===== config.mk =====
export PLATFORM = sky130hd
export DESIGN_NAME = lpht_ram
export DESIGN_NICKNAME = d
export VERILOG_FILES = /design/src/hdl/lpht_ram.sv
export SDC_FILE = /design/constraint.sdc
export NUM_CORES = 1
export LEC_CHECK = 0
export ABC_AREA = 0
export ABC_CLOCK_PERIOD_IN_PS = 2200
export BUFFER_PORTS_ARGS = -buffer_cell sky130_fd_sc_hd__clkbuf_2
export CORE_MARGIN = 5
export CORE_UTILIZATION = 60
export CTS_CLUSTER_DIAMETER = 30
export DETAILED_ROUTE_END_ITERATION = 16
export GPL_TIMING_DRIVEN = 0
export PLACE_DENSITY = 0.78
export SLEW_MARGIN = 20
export SYNTH_ARGS = -nofsm -noshare
export SYNTH_HDL_FRONTEND = slang
export SYNTH_SLANG_ARGS = --single-unit

===== constraint.sdc =====
create_clock -name clock -period 2.2 [get_ports clock]
set_input_delay 0.22 -clock clock [delete_from_list [all_inputs] [get_ports clock]]
set_output_delay 0.22 -clock clock [all_outputs]
set_load 0.05 [all_outputs]

===== src/hdl/lpht_ram.sv =====
// lpht_ram: generic simple dual port RAM, one write and one registered read.
// No dependencies.
`default_nettype none

module lpht_ram #(
   parameter int WIDTH = 8,
   parameter int DEPTH = 16
) (
   input  wire logic                     clock,
   input  wire logic                     wr_en,
   input  wire logic [$clog2(DEPTH)-1:0] wr_addr,
   input  wire logic [WIDTH-1:0]         wr_data,
   input  wire logic                     rd_en,
   input  wire logic [$clog2(DEPTH)-1:0] rd_addr,
   output logic      [WIDTH-1:0]         rd_data
);

   logic [WIDTH-1:0] mem_ff [DEPTH];
   logic [WIDTH-1:0] rd_data_ff;

   // write port
   always_ff @(posedge clock) begin
      if (wr_en) begin
         mem_ff[wr_addr] <= wr_data;
      end
   end

   // registered read port
   always_ff @(posedge clock) begin
      if (rd_en) begin
         rd_data_ff <= mem_ff[rd_addr];
      end
   end

   assign rd_data = rd_data_ff;

endmodule

`default_nettype wire


==> results_dict.tcl <==
set metrics [dict create \
    status "completed" \
    routedWlPerCell_um 25.2 \
    grt_pass1_wl_um 15100 \
    yosysSeqAreaShare_pct 78.1 \
    grt-ovfl-total 0 \
    grtUsageTotal_pct 20.9 \
    vdd_drop_max_v 0.000722 \
    syn_area_um2 5230 \
    min_path_cells 1 \
    hold_violations 0 \
    dpl_cell_area_um2 5510 \
    viasPerCell 6.29 \
    die_h_um 103 \
    firstDrtPassIters 4 \
    fmax_mhz 653 \
    reg2reg_depth 3 \
    setup_viol 0 \
    synth.distinct_cells 18 \
    gp_congestion 0.714 \
    cts_buffer_depth 2 \
    routed_wirelength_um 9940 \
    ys_ff_latch 136 \
    fin_crit_ns 1.53 \
    crit_required_ns 2.45 \
    detail-route-antenna-nets 0 \
    fin_crit_sh_pct 69.6 \
    cts_sinks 136 \
    drc 0 \
    crit_fanout 1 \
    cts_tree "done" \
    syn-instance-count 229 \
    clk_latency_ns 0.50 \
    holdCritPathClass "in2reg" \
    critical_path_class "reg2reg" \
    start_util_pct 60.8 \
    dieArea_um2 10700 \
    yosysWarningCount 0 \
    leakage_uw 0.00204 \
    synth_fp_nets 248 \
    cts_buffers 17 \
    drv_slew 0 \
    fin_util_pct 70.6 \
    dieWidth_um 103 \
    portBuffers 25 \
    rsz0062_at_grt "false" \
    power.density_nw_per_um2 976 \
    final_layout_size_suffix_gt1_share_pct 28.7 \
    power_uw 5920 \
    pre_cts_slack_ns 0.322 \
    fin_area_um2 6070 \
    arrival_ns 1.78 \
    maxSlewHeadroom_pct 47.1 \
    area.growth.synth_to_final_pct 16.0 \
    r2r_slack_ns 0.67 \
    grt_antenna_before_repair 0 \
    fin_skew_ns 0.00700 \
    register_area_um2 4080 \
    cts_root_buf "clkbuf_8" \
    post_cts_buffers 0 \
    vias 2478 \
    endpoint_kind "register" \
    grt_start_max_net_pins 17 \
    final_nets 292 \
    io-pin-count 27 \
    diodes 0 \
    cts_resized 0 \
    cts.hold.buffers_added 0 \
    worst_pin_slew_ns 0.791 \
    fin_ws_ns 0.668 \
    clkTransAtPathRegs_ns 0.06 \
    start_kind "register" \
    htree_levels 4 \
    rows 34 \
    fin_hold_ws_ns 0.0786 \
    maxCapViolations 0 \
    drt_iter0_markers 200 \
    postSynthAreaPerCell_um2 22.8 \
    core_area_um2 8590 \
    multi_input_area_um2 1080 \
    fillCellCount 499 \
    place_hpwl_um 6280 \
    grt_pass1_vias 2523 \
]
[synthesized netlist by cell type, drive strengths merged]
cell           number  share of area [%]
nand3               1              0.096
a22oi              16                2.3
buf                 7                1.1
nor2b               1               0.12
nor2               13               0.93
nand3b              2               0.29
clkdlybuf4s25       3               0.57
nand2b              2               0.24
and2b               1               0.14
nor3                4               0.38
nand2               9               0.65
edfxtp            136                 78
and2                1               0.12
mux4               32                 15
or3b                1               0.17
[metal layers]
metal | vias to the layer above | share of wire, % | GRT usage [%]
met3 | 8 | 7.2 | 4.90
met5 | - | 0 | 0
met2 | 105 | 50 | 32.0
li1 | 1070 | - | -
met1 | 1295 | 42 | 29.7
met4 | 0 | 1.2 | 8.47
[worst paths after layout]
path / from / endpoint
worst max-delay path: mem_ff[5][3] / rd_data[3]
worst min-delay path: rd_en / rd_data[1]
worst max register to register: mem_ff[5][3] / rd_data[3]
worst min register to register: mem_ff[10][7] / rd_data[7]
[flip-flops by register name, summed over array words and instances, names as in the netlist]
signal and flops:
mem_ff 128, rd_data 8
[where the power goes]
| group | internal [uW] | switching, uW | total (uW) |
|---|---|---|---|
| registers | 2920 | 14.3 | 2940 |
| clock network | 1700 | 967 | 2670 |
| logic | 112 | 204 | 316 |
[critical path, stage by stage, from the launching register on]
cell and delay, ns:
edfxtp_1 0.36, mux4_1 0.58, a22oi_1 0.26, nand2_1 0.09
[cells by family after synthesis]
kind of cell | synth area share (%)
simple gates | 3.14
buf+inv | 1.65
compound gates | 2.30
flops | 78.1
mux | 14.8
[final cells by class]
type / instances / share of cell area [%]
sequential: 136 / 67.3
multi-input combinational: 83 / 17.8
clock buffer: 20 / 7.01
tap: 108 / 2.23
clock inverter: 12 / 2.19
timing repair buffer: 25 / 2.06
buffer: 10 / 1.42
[placed cells by master, fill, tap and decap left out, types with 2 or more instances in the layout]
| master | n |
|---|---|
| clkbuf_2 | 25 |
| edfxtp_1 | 136 |
| mux4_1 | 14 |
| buf_2 | 3 |
| bufinv_16 | 3 |
| clkbuf_16 | 16 |
| nand3b_1 | 2 |
| nand2b_1 | 2 |
| nor2_1 | 13 |
| clkinv_2 | 3 |
| clkbuf_1 | 3 |
| nor3_2 | 4 |
| mux4_2 | 18 |
| nand2_1 | 9 |
| buf_6 | 3 |
| clkinv_1 | 5 |
| a22oi_1 | 16 |
| clkdlybuf4s25_2 | 3 |
[through the flow]
stage / std cells / setup TNS, ns
floorplan: 229 / 0
global placement: 362 / -0.394
detailed placement: 362 / 0
CTS: 394 / 0
global route: 394 / 0
finish: 394 / 0
Note: power is estimated with default switching activity, not from simulation.
