<file path="config.mk">
export PLATFORM = sky130hd
export DESIGN_NAME = lpht_mod
export DESIGN_NICKNAME = d
export VERILOG_FILES = /design/src/hdl/lpht_pkg.sv /design/src/hdl/lpht_mod.sv
export SDC_FILE = /design/constraint.sdc
export NUM_CORES = 1
export LEC_CHECK = 0
export ABC_CLOCK_PERIOD_IN_PS = 3000
export BUFFER_PORTS_ARGS = -buffer_cell sky130_fd_sc_hd__buf_2
export CORE_UTILIZATION = 58
export DETAILED_ROUTE_END_ITERATION = 12
export PLACE_DENSITY = 0.81
export SYNTH_ARGS = -nofsm -noshare
export SYNTH_HDL_FRONTEND = slang
export SYNTH_SLANG_ARGS = --single-unit
export TNS_END_PERCENT = 50
</file>
<file path="constraint.sdc">
create_clock -name clock -period 3 [get_ports clock]
set_input_delay 0.45 -clock clock [delete_from_list [all_inputs] [get_ports clock]]
set_output_delay 0.45 -clock clock [all_outputs]
set_load 0.03 [all_outputs]
</file>
<file path="src/hdl/lpht_pkg.sv">
// lpht_pkg: sizes, codes, slot entry layout and interface structs shared by
// the linear probe hash table core and its remainder unit.
// No dependencies.
`default_nettype none

package lpht_pkg;

   // table geometry
   localparam int TABLE_DEPTH = 256;
   localparam int IDX_W       = $clog2(TABLE_DEPTH);
   localparam int SIZE_W      = IDX_W + 1;
   localparam int KEY_W       = 32;
   localparam int VALUE_W     = 32;
   localparam int STEP_W      = $clog2(KEY_W);

   // operation codes
   localparam logic [1:0] OP_INSERT = 2'd0;
   localparam logic [1:0] OP_UPDATE = 2'd1;
   localparam logic [1:0] OP_DELETE = 2'd2;
   localparam logic [1:0] OP_QUERY  = 2'd3;

   // result status codes
   localparam logic [1:0] RES_OK        = 2'd0;
   localparam logic [1:0] RES_DUPLICATE = 2'd1;
   localparam logic [1:0] RES_NOT_FOUND = 2'd2;
   localparam logic [1:0] RES_FULL      = 2'd3;

   // slot status codes
   localparam logic [1:0] SLOT_EMPTY = 2'd0;
   localparam logic [1:0] SLOT_USED  = 2'd1;
   localparam logic [1:0] SLOT_DEAD  = 2'd2;

   // register indexes
   localparam logic [1:0] CSR_TABLE_SIZE = 2'd0;
   localparam logic [1:0] CSR_OVERWRITE  = 2'd1;

   // one stored slot
   typedef struct packed {
      logic [1:0]         status;
      logic [KEY_W-1:0]   key;
      logic [VALUE_W-1:0] value;
   } entry_type;

   localparam int ENTRY_W = $bits(entry_type);

   // remainder unit request and response
   typedef struct packed {
      logic              start;
      logic [KEY_W-1:0]  key;
      logic [SIZE_W-1:0] size;
   } mod_req_type;

   typedef struct packed {
      logic             done;
      logic [IDX_W-1:0] home;
   } mod_rsp_type;

endpackage

`default_nettype wire

</file>
<file path="src/hdl/lpht_mod.sv">
// lpht_mod: home slot unit, a restoring remainder of the key magnitude by the
// table size, one quotient bit a cycle, with the sign fix-up on the way out.
// Depends on lpht_pkg.
`default_nettype none

module lpht_mod
   import lpht_pkg::*;
(
   input  wire logic        clock,
   input  wire logic        reset,
   input  wire mod_req_type req,
   output mod_rsp_type      rsp
);

   logic              busy_ff, busy_in;
   logic              done_ff, done_in;
   logic [STEP_W-1:0] step_ff, step_in;
   logic [KEY_W-1:0]  dvd_ff, dvd_in;
   logic [IDX_W-1:0]  rem_ff, rem_in;
   logic              neg_ff, neg_in;
   logic [SIZE_W-1:0] size_ff, size_in;

   logic [KEY_W-1:0]  mag;
   logic [SIZE_W-1:0] trial;
   logic [SIZE_W-1:0] fixed;

   // magnitude of the signed key
   assign mag = req.key[KEY_W-1] ? (~req.key + KEY_W'(1)) : req.key;
   // shift in the next dividend bit
   assign trial = {rem_ff, dvd_ff[KEY_W-1]};

   always_comb begin
      busy_in = busy_ff;
      done_in = 1'b0;
      step_in = step_ff;
      dvd_in  = dvd_ff;
      rem_in  = rem_ff;
      neg_in  = neg_ff;
      size_in = size_ff;
      if (req.start) begin
         busy_in = 1'b1;
         step_in = '0;
         dvd_in  = mag;
         rem_in  = '0;
         neg_in  = req.key[KEY_W-1];
         size_in = req.size;
      end else if (busy_ff) begin
         dvd_in = {dvd_ff[KEY_W-2:0], 1'b0};
         if (trial >= size_ff) begin
            rem_in = IDX_W'(trial - size_ff);
         end else begin
            rem_in = trial[IDX_W-1:0];
         end
         step_in = step_ff + STEP_W'(1);
         if (step_ff == STEP_W'(KEY_W - 1)) begin
            busy_in = 1'b0;
            done_in = 1'b1;
         end
      end
   end

   always_ff @(posedge clock) begin
      if (reset) begin
         busy_ff <= 1'b0;
         done_ff <= 1'b0;
      end else begin
         busy_ff <= busy_in;
         done_ff <= done_in;
      end
   end

   always_ff @(posedge clock) begin
      step_ff <= step_in;
      dvd_ff  <= dvd_in;
      rem_ff  <= rem_in;
      neg_ff  <= neg_in;
      size_ff <= size_in;
   end

   // negative keys map to size minus remainder, unless it divides evenly
   assign fixed = size_ff - {1'b0, rem_ff};
   assign rsp.done = done_ff;
   assign rsp.home = (neg_ff && (rem_ff != '0)) ? fixed[IDX_W-1:0] : rem_ff;

endmodule

`default_nettype wire

</file>
==> summary.md <==
| Metric | Value |
|---|---|
| Outcome | finished clean |
| Slowest stage cell, crit path | fa_1 |
| Most frequent cells after synthesis | nor2_1, edfxtp_1, a21oi_1 |
| Finished Layout Cells | 522 |
| TNS Setup | 0 ns |
| CTS tree | yes |
| Compound-Gate Fraction of Synth Area | 0.1697 |
| Chip Height | 81.80 µm |
| Synthesized area | 3694 µm² |
| Top-area cell type share of the netlist area | 0.3415 |
| Top post-synthesis cells by area | edfxtp_1, dfxtp_1, xor2_1 |
| Antenna cells | 0 |
| Synth unique cells | 51 |
| Max FO, Critical Path | 2 |
| Starting Density | 0.6130 |
| Boundary Pins | 53 |
| Switch Pwr | 0.0006870 W |
| Drt wl/cell | 14.85 µm |
| Critical path startpoint category | register |
| Slew headroom | 0.4999 |
| Hold path cells | 1 |
| DR vias/cell | 5.920 |
| Mapped Nets | 454 |
| Vias in the first global route | 2914 |
| Static Leak | 1.724 nW |
| Core Rows | 28 |
| Skew-Pair Late Insertion Delay | 0.34 ns |
| Post-synth ARST share | 0 |
| Post-Syn Instances | 389 |
| Max-cap violations | 0 |
| Die Area | 6691 µm² |
| Adder-Cell Fraction of Synth Area | 0.07520 |
| Layout Utilization | 0.7008 |
| Htree depth | 3 |
| Die W | 81.80 µm |
| DP Cell Count | 505 |
| Clock sink total | 57 |
| Fin. max-slew vios | 0 |
| # setup viols final | 0 |
| CP peak stage delay | 0.41 ns |
| Initial antenna violation count | 0 |
| Crit-path cells | inv_1 > ha_1 > inv_1 > fa_1 > a21o_1 > a21oi_2 > o21ai_1 > xnor2_1 > mux2i_1 > buf_4 |
| Count leader, synth | nor2_1 |
| Reg power frac | 0.453 |
| Drt pass-1 iters | 5 |
| Post-synthesis mux area share | 0.03286 |
| Post-DP HPWL | 5.496 mm |
| Clock buffer count from CTS | 9 |
| Crit. End Element | output port |
| Largest family of logic cells by synthesized area | compound AO/OA/AOI/OAI gates |
| Worst Path Class, Setup | reg2out |
| Cell mode on critical path | inv_1 |
| Core Region | 6026 µm² |
| CP Data Required Time | 2.55 ns |
| Gr usage total | 0.2512 |
| Clock power frac | 0.285 |
| Via count | 3090 |
| Port-buffer cells | 52 |
| Total routed wirelength | 7.753 mm |
| Final Hold Viols | 0 |
| Worst ir drop on vdd | 0.0003107 V |
| Global-route wire length before repair | 12.70 mm |
| Internal power | 0.001463 W |
| Largest net degree at the start of global routing | 50 |
| Sequential share of the synthesized area | 0.4228 |
| Syn Area/Cell | 9.495 µm² |
| Arrival time worst endpoint | 2.41 ns |
| Hold-fix buffers, CTS | 0 |
| Final min period | 2.862 ns |
| Fin crit share | 0.9541 |
| Gpl congestion | 0.8506 |
| XOR/XNOR Fraction of Synth Area | 0.09485 |
| CTS Buffer Depth | 2 |
| R2R setup slack | 0.44 ns |
| Pwr/cell area | 509.2 nW/µm² |
| Combinational Power Share | 0.262 |
| DR DRC count | 0 |
| Synth Register Bits | 57 |
| Layout Nets | 507 |
| Peak Freq | 349.4 MHz |
| Worst-margin pin slew | 0.7501 ns |
| Area Overhead vs Synth | 14.33% |
| YS warnings | 0 |
| HP Class | in2reg |
| Simple-gate portion of the synthesized area | 0.1606 |
| GR Overflow Total | 0 |
| Worst Skew | 0.01058 ns |
| Layout cells sized above 1 | 0.1924 |
| RSZ-0062 raised after global routing | no |
| Dominant cell type by area after synthesis | edfxtp_1 |
| Clock Pin Slew Worst Setup and Hold Paths | 0.07 ns |
| EDFF count, synth | 42 |
| Worst R2R Path Depth | 8 |
| Sw Share | 0.3194 |
| Main synth FF type | edfxtp_1 |
| Post-DRT Antenna Nets | 0 |
| Root buffer cell | clkbuf_8 |
| Drt initial violations | 153 |
worst max-delay path: cells and delay by family (launching register included):
family | cells | cell delay [ns]
multiplexers | 1 | 0.15
AO/OA/AOI/OAI | 3 | 0.49
buffers and inverters | 3 | 0.33
adder cells (fa/ha/maj) | 2 | 0.57
XOR/XNOR | 1 | 0.15
flip-flops | 1 | 0.40
repair_timing:
action                                 4_1_cts  5_1_grt
buffers inserted                             0        1
gates cloned                                 0        0
endpoints found under the hold margin        0        0
setup endpoints to repair                    2        2
resized for setup                            3        6
through the flow:
stage               worst slack (ns)  cell area (µm²)  total power [W]  hold slack [ns]
floorplan                    0.09731             3694         0.001374           0.4673
global placement              0.1426             4031         0.001515           0.4830
detailed placement           0.09311             4031         0.001534           0.4967
CTS                         0.006127             4200         0.002150           0.2690
global route                 0.01043             4223         0.002263           0.2635
finish                        0.1376             4223         0.002150           0.2781
cell families (layout without fill, tap and decap cells):
| kind of cell | after synthesis | after routing |
|---|---|---|
| adder cells (fa/ha/maj) | 21 | 21 |
| AND/OR/NAND/NOR | 120 | 120 |
| buffers and inverters | 42 | 100 |
| AO/OA/AOI/OAI | 97 | 97 |
| multiplexers | 12 | 12 |
| XOR/XNOR | 40 | 40 |
| flip-flops | 57 | 57 |
layout by cell type, fill, tap and decap left out, drive strengths merged, types with 7 or more instances in the layout:
cell type / instances
clkbuf: 11
buf: 61
nand2: 20
o31ai: 8
xor2: 34
o21a: 7
o21ai: 13
inv: 23
a21oi: 37
edfxtp: 42
dfxtp: 15
mux2i: 11
nor3: 9
nor2: 53
o41ai: 10
ha: 19
final timing paths:
kind,from,end
setup / recovery,size_ff[0],rsp[6]
hold / removal,req[3],size_ff[3]
setup reg to reg,size_ff[2],rem_ff[0]
hold reg to reg,step_ff[4],step_ff[4]
state kept, by name, summed over array words and instances (netlist names):
register	flops
dvd_ff	32
size_ff	9
rem_ff	8
step_ff	5
busy_ff	1
done_ff	1
neg_ff	1
per-layer routing:
| metal | track usage | share of wire |
|---|---|---|
| met1 | 0.3021 | 0.44 |
| met2 | 0.4248 | 0.50 |
| met5 | 0 | 0 |
| met3 | 0.07333 | 0.047 |
| met4 | 0.08947 | 0.010 |
area by class of cell:
cell class                 count  area, µm²
timing repair buffer          61      332.8
sequential                    57       1565
clock inverter                 5      32.53
inverter                      23      86.33
multi-input combinational    290       1981
fill                         478       1803
clock buffer                  11      131.4
tap                           75      93.84
power by group through the flow:
stage / clock network (W) / logic, W / registers (W)
3_3_place_gp: 0 / 0.000525 / 0.000990
4_1_cts: 0.000622 / 0.000553 / 0.000975
2_1_floorplan: 0 / 0.000397 / 0.000977
5_1_grt: 0.000653 / 0.000628 / 0.000982
3_5_place_dp: 0 / 0.000543 / 0.000991
6_report: 0.000612 / 0.000564 / 0.000974
Power figures use the tool's default switching activity.
